File: src/rtl/core/ptt_pkg.sv
package ptt_pkg;

    // table geometry
    localparam int PTT_SLOTS = 8;
    // most results one dispatch transaction may produce
    localparam int MAX_OUT   = 8;

    localparam int ID_W    = 8;
    localparam int TICK_W  = 16;
    localparam int ACT_W   = 2;
    localparam int CNT_W   = $clog2(MAX_OUT + 1);

    // command codes carried on s_tuser
    typedef enum logic [ACT_W-1:0] {
        ACT_ADD      = 2'd0,
        ACT_DELETE   = 2'd1,
        ACT_TICK     = 2'd2,
        ACT_DISPATCH = 2'd3
    } action_t;

    // one slot of the table
    typedef struct packed {
        logic [ID_W-1:0]   tid;
        logic [TICK_W-1:0] delay;
        logic [TICK_W-1:0] period;
        logic              ready;
    } slot_rec_t;

    // command held for the whole pass round the ring
    typedef struct packed {
        action_t           action;
        logic [ID_W-1:0]   tid;
        logic [TICK_W-1:0] delay;
        logic [TICK_W-1:0] period;
    } cmd_t;

    // progress of the current pass, seen by the head unit
    typedef struct packed {
        logic present;
        logic placed;
        logic deleted;
        logic limit;
    } pass_flags_t;

    // what the head unit did to the slot it just saw
    typedef struct packed {
        logic serve;
        logic placed_now;
        logic deleted_now;
    } head_effect_t;

endpackage

File: src/rtl/core/ptt_cell.sv
module ptt_cell
    import ptt_pkg::*;
(
    input  logic      aclk,
    input  logic      aresetn,
    input  logic      shift_en,
    input  slot_rec_t rec_in,
    output slot_rec_t rec_out
);

    slot_rec_t rec_reg;

    // slot storage, takes its neighbour's record on every ring step
    always_ff @(posedge aclk) begin
        if (!aresetn) begin
            rec_reg <= '0;
        end else if (shift_en) begin
            rec_reg <= rec_in;
        end
    end

    assign rec_out = rec_reg;

endmodule

File: src/rtl/core/ptt_head.sv
module ptt_head
    import ptt_pkg::*;
(
    input  slot_rec_t    rec_i,
    input  cmd_t         cmd,
    input  pass_flags_t  flags,
    output slot_rec_t    rec_o,
    output head_effect_t effect
);

    logic occ;
    logic hit;

    assign occ = (rec_i.tid != '0);
    assign hit = (cmd.tid != '0) && (rec_i.tid == cmd.tid);

    // update of the slot passing the head of the ring
    always_comb begin
        rec_o  = rec_i;
        effect = '0;
        case (cmd.action)
            ACT_ADD: begin
                if (cmd.tid != '0) begin
                    if (flags.present) begin
                        if (hit) begin
                            rec_o.delay = cmd.delay;
                        end
                    end else if (!flags.placed && !occ) begin
                        rec_o.tid         = cmd.tid;
                        rec_o.delay       = cmd.delay;
                        rec_o.period      = cmd.period;
                        rec_o.ready       = 1'b0;
                        effect.placed_now = 1'b1;
                    end
                end
            end
            ACT_DELETE: begin
                if (hit && !flags.deleted) begin
                    rec_o              = '0;
                    effect.deleted_now = 1'b1;
                end
            end
            ACT_TICK: begin
                if (occ) begin
                    if (rec_i.delay == '0) begin
                        rec_o.ready = 1'b1;
                        rec_o.delay = rec_i.period;
                    end else begin
                        rec_o.delay = TICK_W'(rec_i.delay - 1'b1);
                    end
                end
            end
            ACT_DISPATCH: begin
                if (occ && rec_i.ready && !flags.limit) begin
                    effect.serve = 1'b1;
                    rec_o.ready  = 1'b0;
                    // one-shot task leaves the table
                    if (rec_i.period == '0) begin
                        rec_o.tid   = '0;
                        rec_o.delay = '0;
                    end
                end
            end
            default: begin
                rec_o = rec_i;
            end
        endcase
    end

endmodule

File: src/rtl/core/periodic_task_timer_table_top.sv
// channel  dir  handshake          payload
// s_       in   s_tvalid/s_tready  s_tuser action, s_tdata task_id, delay, period
// m_       out  m_tvalid/m_tready  m_tdata out_task, ok; m_tlast last
//
// every transaction makes one full turn of the slot ring (slot k passes the
// head unit at step k of the turn) after it is accepted in the idle state; a new
// item is taken only once the turn is over and the block is idle again.
// reset clears every slot at once; the block takes an item on the first
// cycle after reset. a full output register holds the ring while a result
// must be written, so a stall costs cycles only while a result is waiting.
module periodic_task_timer_table_top
    import ptt_pkg::*;
#(
    parameter int SLOTS = PTT_SLOTS
) (
    input  logic        aclk,
    input  logic        aresetn,
    input  logic        s_tvalid,
    output logic        s_tready,
    input  logic [39:0] s_tdata,   // task_id [7:0], delay_ticks [23:8], period_ticks [39:24]
    input  logic [1:0]  s_tuser,   // action [1:0]
    output logic        m_tvalid,
    input  logic        m_tready,
    output logic [15:0] m_tdata,   // out_task [7:0], ok [8], zero fill [15:9]
    output logic        m_tlast
);

    localparam int STEP_W = (SLOTS > 1) ? $clog2(SLOTS) : 1;

    typedef enum logic {
        ST_IDLE,
        ST_RUN
    } state_t;

    state_t            state_reg,   state_next;
    cmd_t              cmd_reg,     cmd_next;
    logic              present_reg, present_next;
    logic              placed_reg,  placed_next;
    logic              deleted_reg, deleted_next;
    logic [CNT_W-1:0]  cnt_reg,     cnt_next;
    logic [STEP_W-1:0] step_reg,    step_next;
    logic              m_valid_reg, m_valid_next;
    logic [ID_W-1:0]   m_task_reg,  m_task_next;
    logic              m_ok_reg,    m_ok_next;
    logic              m_last_reg,  m_last_next;

    slot_rec_t         ring   [SLOTS];
    slot_rec_t         head_rec;
    head_effect_t      effect;
    pass_flags_t       flags;
    logic [SLOTS-1:0]  hit_vec;
    logic [SLOTS-1:0]  pend_vec;
    logic              rest_ready;
    logic              advance;
    logic              final_step;
    logic              need_out;
    logic              out_free;
    logic              add_ok;
    logic              s_accept;

    // ring of slot cells, the head record goes back in at the tail
    for (genvar i = 0; i < SLOTS; i++) begin : g_cell
        slot_rec_t rec_in;
        if (i == SLOTS - 1) begin : g_tail
            assign rec_in = head_rec;
        end else begin : g_mid
            assign rec_in = ring[i+1];
        end
        ptt_cell u_cell (
            .aclk     (aclk),
            .aresetn  (aresetn),
            .shift_en (advance),
            .rec_in   (rec_in),
            .rec_out  (ring[i])
        );
    end

    // per-slot id match and still-ready flags
    always_comb begin
        for (int i = 0; i < SLOTS; i++) begin
            hit_vec[i]  = (ring[i].tid == s_tdata[7:0]);
            pend_vec[i] = (ring[i].tid != '0) && ring[i].ready;
        end
    end

    // slots behind the head: served ones are already cleared
    assign rest_ready = |(pend_vec >> 1);

    assign flags.present = present_reg;
    assign flags.placed  = placed_reg;
    assign flags.deleted = deleted_reg;
    assign flags.limit   = (cnt_reg == CNT_W'(MAX_OUT));

    ptt_head u_head (
        .rec_i  (ring[0]),
        .cmd    (cmd_reg),
        .flags  (flags),
        .rec_o  (head_rec),
        .effect (effect)
    );

    assign s_tready   = (state_reg == ST_IDLE);
    assign s_accept   = s_tvalid && s_tready;
    assign final_step = (step_reg == STEP_W'(SLOTS - 1));
    assign out_free   = !m_valid_reg || m_tready;
    assign add_ok     = (cmd_reg.tid != '0) && (present_reg || placed_reg || effect.placed_now);

    // a result is written on a serve, or at the end of the turn (for a dispatch only if nothing was served)
    always_comb begin
        if (cmd_reg.action == ACT_DISPATCH) begin
            need_out = effect.serve || (final_step && (cnt_reg == '0));
        end else begin
            need_out = final_step;
        end
    end

    assign advance = (state_reg == ST_RUN) && (!need_out || out_free);

    // control and result register next values
    always_comb begin
        state_next   = state_reg;
        cmd_next     = cmd_reg;
        present_next = present_reg;
        placed_next  = placed_reg;
        deleted_next = deleted_reg;
        cnt_next     = cnt_reg;
        step_next    = step_reg;
        m_valid_next = m_valid_reg;
        m_task_next  = m_task_reg;
        m_ok_next    = m_ok_reg;
        m_last_next  = m_last_reg;

        if (m_valid_reg && m_tready) begin
            m_valid_next = 1'b0;
        end

        case (state_reg)
            ST_IDLE: begin
                if (s_accept) begin
                    cmd_next.action = action_t'(s_tuser);
                    cmd_next.tid    = s_tdata[7:0];
                    cmd_next.delay  = s_tdata[23:8];
                    cmd_next.period = s_tdata[39:24];
                    present_next    = |hit_vec;
                    placed_next     = 1'b0;
                    deleted_next    = 1'b0;
                    cnt_next        = '0;
                    step_next       = '0;
                    state_next      = ST_RUN;
                end
            end
            ST_RUN: begin
                if (advance) begin
                    placed_next  = placed_reg | effect.placed_now;
                    deleted_next = deleted_reg | effect.deleted_now;
                    step_next    = final_step ? '0 : STEP_W'(step_reg + 1'b1);
                    if (effect.serve) begin
                        cnt_next = CNT_W'(cnt_reg + 1'b1);
                    end
                    if (final_step) begin
                        state_next = ST_IDLE;
                    end
                    if (need_out) begin
                        m_valid_next = 1'b1;
                        m_last_next  = 1'b1;
                        case (cmd_reg.action)
                            ACT_ADD: begin
                                m_task_next = cmd_reg.tid;
                                m_ok_next   = add_ok;
                            end
                            ACT_DELETE: begin
                                m_task_next = cmd_reg.tid;
                                m_ok_next   = deleted_reg | effect.deleted_now;
                            end
                            ACT_TICK: begin
                                m_task_next = '0;
                                m_ok_next   = 1'b1;
                            end
                            ACT_DISPATCH: begin
                                if (effect.serve) begin
                                    m_task_next = ring[0].tid;
                                    m_ok_next   = 1'b1;
                                    m_last_next = !rest_ready
                                                  || (cnt_reg == CNT_W'(MAX_OUT - 1));
                                end else begin
                                    m_task_next = '0;
                                    m_ok_next   = 1'b0;
                                end
                            end
                            default: begin
                                m_task_next = '0;
                                m_ok_next   = 1'b0;
                            end
                        endcase
                    end
                end
            end
            default: begin
                state_next = ST_IDLE;
            end
        endcase
    end

    // state, pass control and registered outputs
    always_ff @(posedge aclk) begin
        if (!aresetn) begin
            state_reg   <= ST_IDLE;
            m_valid_reg <= 1'b0;
            placed_reg  <= 1'b0;
            deleted_reg <= 1'b0;
            present_reg <= 1'b0;
            cnt_reg     <= '0;
            step_reg    <= '0;
        end else begin
            state_reg   <= state_next;
            m_valid_reg <= m_valid_next;
            placed_reg  <= placed_next;
            deleted_reg <= deleted_next;
            present_reg <= present_next;
            cnt_reg     <= cnt_next;
            step_reg    <= step_next;
        end
        cmd_reg    <= cmd_next;
        m_task_reg <= m_task_next;
        m_ok_reg   <= m_ok_next;
        m_last_reg <= m_last_next;
    end

    assign m_tvalid = m_valid_reg;
    assign m_tdata  = {7'b0, m_ok_reg, m_task_reg};
    assign m_tlast  = m_last_reg;

endmodule
File: config.mk
export PLATFORM = sky130hd
export DESIGN_NAME = periodic_task_timer_table_top
export DESIGN_NICKNAME = d
export VERILOG_FILES = /design/src/rtl/core/ptt_pkg.sv /design/src/rtl/core/ptt_cell.sv /design/src/rtl/core/ptt_head.sv /design/src/rtl/core/periodic_task_timer_table_top.sv
export SDC_FILE = /design/constraint.sdc
export NUM_CORES = 1
export LEC_CHECK = 0
export ABC_AREA = 1
export BUFFER_PORTS_ARGS = -buffer_cell sky130_fd_sc_hd__buf_4
export CAP_MARGIN = 5
export CELL_PAD_IN_SITES_DETAIL_PLACEMENT = 0
export CELL_PAD_IN_SITES_GLOBAL_PLACEMENT = 1
export CORE_MARGIN = 2
export CORE_UTILIZATION = 45
export CTS_CLUSTER_DIAMETER = 200
export DETAILED_ROUTE_END_ITERATION = 16
export PLACE_DENSITY_LB_ADDON = 0.1
export SLEW_MARGIN = 40
export SYNTH_ARGS = -nofsm -noshare
export SYNTH_HDL_FRONTEND = slang
export SYNTH_HIERARCHICAL = 1
export SYNTH_SLANG_ARGS = --single-unit
File: constraint.sdc
create_clock -name aclk -period 3.4 [get_ports aclk]
set_input_delay 0.34 -clock aclk [delete_from_list [all_inputs] [get_ports aclk]]
set_output_delay 0.34 -clock aclk [all_outputs]
set_load 0.01 [all_outputs]
# [Word level (Yosys, flattened, before mapping)]
# Cells that the tools add are included.
[totals] in_bits=46 register_bits=392
[op_classes] eq_ne=18 bitwise=3 n_mux=52 n_reduce_logical=51 add_sub_neg=3
[ops] operator="41-bit 2-to-1 mux" count=3
[ops] operator="8-bit equality test" count=9
[ops] operator="8-bit nonzero test" count=9
[ops] operator="16-bit 2-to-1 mux" count=4
[ops] operator="16-bit one-hot mux with 4 select lines" count=1
[ops] operator="24-bit 2-to-1 mux" count=2
[ops] operator="8-bit one-hot mux with 3 select lines" count=2
[ops] operator="16-bit zero test" count=2
[ops] operator="16-bit one-hot mux with 2 select lines" count=1
[ops] operator="1-bit 2-to-1 mux" count=23
[ops] operator="1-bit logical AND" count=17
[ops] operator="17-bit 2-to-1 mux" count=1
[ops] operator="8-bit 2-to-1 mux" count=2
[ops] operator="16-bit by 1-bit subtractor with 16-bit output (second input constant)" count=1
[ops] operator="4-bit 2-to-1 mux" count=3
[ops] operator="3-bit 2-to-1 mux" count=3
[ops] operator="1-bit one-hot mux with 4 select lines" count=2
[ops] operator="4-bit one-hot mux with 2 select lines" count=1
[ops] operator="8-bit OR reduction" count=1
[ops] operator="1-bit zero test" count=7
[ops] operator="7-bit OR reduction" count=1
[ops] operator="1-bit logical OR" count=6
[ops] operator="2-bit by 1-bit inequality test with 1-bit output (second input constant)" count=3
[ops] operator="1-bit one-hot mux with 2 select lines" count=3
[ops] operator="15 further kinds" count=20

# [Longest topological paths before layout]
[logic_depth] ltp_word=12 mapped_depth=18 mapped_depth_nobuf=16

# [By module]
# The synthesis kept the hierarchy.
[by_module_without_submodules] module="ptt_cell" cells_per_inst=260 n_inst=8 area_per_inst_um2=1704.1
[by_module_without_submodules] module="periodic_task_timer_table_top" cells_per_inst=412 n_inst=1 area_per_inst_um2=3637.2
[by_module_without_submodules] module="ptt_head" cells_per_inst=594 n_inst=1 area_per_inst_um2=2753.9

# [Worst setup path after synthesis]
# No wires, ideal clock.
[synth_path] kind="reg2reg" from="reg state_reg" to="reg present_reg" path_stages_with_launch=8 setup_slack_ns=0.457 arrival_time_ns=2.834 n_path_buf=1 path_cell_list="dfxtp_1 buf_8 nor2_1 inv_1 nor2_1 nand3_1 nand2_1 inv_1"
[synth_via] elab_chain_cells=3
[synth_rtl] item="from (decl)" line="periodic_task_timer_table_top.sv:35" text="state_t state_reg, state_next;"
[synth_rtl] item="from (signal assigned)" line="periodic_task_timer_table_top.sv:215" text="state_reg <= state_next;"
[synth_rtl] item="1-bit inverter (no source line) (*)"
[synth_rtl] item="1-bit logical AND" line="periodic_task_timer_table_top.sv:103" text="assign s_accept = s_tvalid && s_tready;"
[synth_rtl] item="2-bit AND reduction (no source line) (*)"
[synth_rtl] item="to (signal assigned)" line="periodic_task_timer_table_top.sv:219" text="present_reg <= present_next;"
[synth_rtl] item="to (decl)" line="periodic_task_timer_table_top.sv:37" text="logic present_reg, present_next;"
# Mark *: on every way between the ends. The rest lies on a longest branch, timed or not.
# A chain may end at the register's enable or synchronous reset.

==> flow_metrics.py <==
metrics = {
    "sta": {
        "slew_headroom": 0.495,
        "hold_viol": 0,
        "holdWs_ns": 0.0801,
        "period_share": 0.858,
        "report.final.slew_viol_count": 0,
        "setup_slack_ns": 0.484,
        "final.setup.tns_ns": 0,
        "worst_pin_slew_ns": 0.758,
        "min_period_ns": 2.92,
        "fmax_mhz": 343,
        "setup_viol": 0,
        "rsz0062_at_grt": "false",
        "fin_skew_ns": 0.0194,
    },
    "setup_path": {
        "path_class": "reg -> reg",
        "cp.arrival_ns": 3.39,
        "ff2ff_setup_slack_ns": 0.48,
        "worstPathRequired_ns": 3.87,
        "r2r_end": "g_cell[4].u_cell/rec_out[10]",
        "reg2regPathDepth": 18,
        "startpoint": "cnt_reg[0]",
        "endpoint_kind": "flip-flop",
        "start_kind": "flip-flop",
        "path_max_fanout": 135,
        "r2r-start": "cnt_reg[0]",
    },
    "synthesis": {
        "ys_warn_count": 6,
        "async_reset_ff_frac": 0,
        "ys.flop_type": "dfxtp_1",
        "yosysTopAreaCellShare": 0.340,
        "synth_edf_count": 52,
        "syn_area_sq_um": 20000,
        "synth_cell_type_count": 42,
        "yosysSeqAreaShare": 0.418,
        "synth_top_area_cell": "dfxtp_1",
        "synth-seq-cells": 392,
        "postSynthCellCount": 3086,
        "avgSynthCellArea_sq_um": 6.49,
        "synth_area_leaders": "dfxtp_1 (34%), nand2_1 (18%), nor2_1 (15%)",
    },
    "finish": {
        "stdcell_count": 3738,
        "multi_input_area_sq_um": 8820,
        "largest_reg_flops": 328,
        "diodes": 0,
        "final_nets": 3165,
        "final_util": 0.506,
        "fill_cells": 4559,
        "seq_area_sq_um": 8370,
        "layout-drive-gt1-share": 0.0658,
        "syn_to_final_growth_pct": 11.3,
        "final_area_sq_um": 22300,
    },
    "clocking": {
        "clockBufferDepth": 3,
        "clk_pin_slew_ns": 0.06,
        "clk_latency_ns": 0.59,
        "clock-sinks": 392,
        "cts_max_level": 2,
        "numCtsBuffers": 44,
        "cts-root-buf": "clkbuf_16",
        "cts_tree": "built",
    },
    "die": {
        "dieArea_sq_um": 46200,
        "initial_utilization": 0.455,
        "die_x_um": 215,
        "die_height_um": 215,
        "ios": 65,
        "core-area_sq_um": 44000,
        "rows": 77,
    },
    "global_route": {
        "met2_usage": 0.310,
        "grtUsageTotal": 0.219,
        "overflow": 0,
        "antenna_found_initial": 0,
        "grt_pass1_wl_um": 83300,
        "gr-usage-met1": 0.342,
        "groute.layer.met3.usage": 0.0392,
        "grt_pass1_vias": 15769,
        "busiest_layer": "met1",
        "grt_max_degree": 205,
    },
    "detailed_routing": {
        "vias_per_cell": 4.60,
        "drtIter0Drc": 1243,
        "wl_per_cell_um": 13.4,
        "ant_nets": 0,
        "drt_first_pass_iters": 7,
        "drcViolationCount": 0,
        "num_vias": 17188,
        "wl_um": 50300,
    },
    "placement": {
        "place_area_sq_um": 20400,
        "preCtsSetupSlack_ns": 0.200,
        "gp_congestion": 0.872,
        "hpwl_um": 33400,
        "port_buffers": 57,
        "dpl.cell_count": 3620,
    },
    "power": {
        "ir_drop_v": 0.000376,
        "powerDensity_nw_per_um2": 540,
        "power_leakage_nw": 10.4,
        "finalPower_mw": 12.0,
    },
    "hold_path": {
        "min_path_type": "in -> reg",
        "holdPathEnd": "m_tvalid",
        "whs_path_depth": 4,
        "min_from": "m_tready",
    },
    "outcome": {
        "status": "finished clean",
    },
    "run": {
        "max_cap_violations": 0,
    },
}
==> layout by cell type (no fill, tap or decap), types with 5 or more instances in the layout <==
master,instances
dfxtp_1,340
xor2_1,13
a21oi_1,36
o21ai_1,5
o31ai_1,5
buf_4,86
xnor2_1,38
conb_1,7
clkbuf_8,11
o21ai_0,42
o211ai_1,18
nand2_1,971
nand3_1,86
dlygate4sd3_1,34
ha_1,6
inv_1,441
clkbuf_1,9
clkinv_2,5
nand4_1,31
nand2_4,5
inv_2,7
nand2_2,8
clkbuf_16,45
nor2_1,786
edfxtp_1,52
a22o_1,5
==> report_power, final <==
group | switching (mW) | internal [mW] | total [mW]
logic | 1.24 | 0.693 | 1.94
clock network | 1.98 | 2.83 | 4.80
registers | 0.259 | 5.03 | 5.29
==> layer usage <==
| layer | up-vias | part of all wire |
|---|---|---|
| met5 | - | 0 |
| met4 | 0 | 0.016 |
| met3 | 61 | 0.056 |
| met2 | 326 | 0.39 |
| met1 | 7645 | 0.53 |
| li1 | 9156 | - |
==> synth_stat cells (all sizes together), types with 18 or more instances <==
cell type and number:
nand2 984, nor2 796, inv 449, dfxtp 340, buf 135, nand3 90, edfxtp 52, o21ai 47
a21oi 38, xnor2 38, nand4 34, clkbuf 19, o211ai 18
==> cell families (layout without fill, tap and decap cells) <==
logic type | Yosys count | in the layout | synth area share
compound gates | 117 | 117 | 0.0339
xor+xnor | 51 | 51 | 0.0223
simple gates | 1913 | 1913 | 0.378
buf+inv | 606 | 660 | 0.144
other cells | 1 | 7 | 0.000187
flops | 392 | 392 | 0.418
fa+ha+maj | 6 | 6 | 0.00375
==> layout make-up <==
type	count	area share
Clock buffer	65	0.0586
Clock inverter	14	0.00764
Inverter	452	0.0763
Multi-Input combinational cell	2094	0.396
Tap cell	592	0.0332
Timing Repair Buffer	129	0.0528
Sequential cell	392	0.376
==> worst max-delay path, cell delays in order (launching register included) <==
cell	delay, ns
dfxtp_1	0.34
inv_1	0.08
ha_1	0.19
nand2_1	0.07
nor2_1	0.10
nor2_1	0.06
nand2_2	0.07
nor2_1	0.05
inv_2	0.10
nor2_4	0.07
inv_4	0.07
nand2_4	0.08
a21oi_4	0.17
buf_12	0.16
buf_16	0.35
buf_16	0.43
nand2_1	0.17
nand2_1	0.09
nor2_1	0.04
==> what timing repair did <==
| item | CTS | global route |
|---|---|---|
| hold buffers | 34 | 0 |
| endpoints found under the hold margin | 34 | 0 |
| resized for setup | 0 | 1 |
| buffers inserted | 0 | 4 |
| endpoints found under the setup margin | 0 | 10 |
==> how the worst max path moves through the flow <==
stage               depth (start not counted)                            to  slack [ns]
finish                                     18  g_cell[4].u_cell/rec_out[10]        0.48
global route                               18  g_cell[4].u_cell/rec_out[10]        0.19
CTS                                        17  g_cell[4].u_cell/rec_out[10]        0.20
detailed placement                         17  g_cell[4].u_cell/rec_out[10]        0.20
global placement                           16  g_cell[0].u_cell/rec_out[14]        0.34
floorplan                                   7                   present_reg        0.46
(Power assumes the default switching activity.)
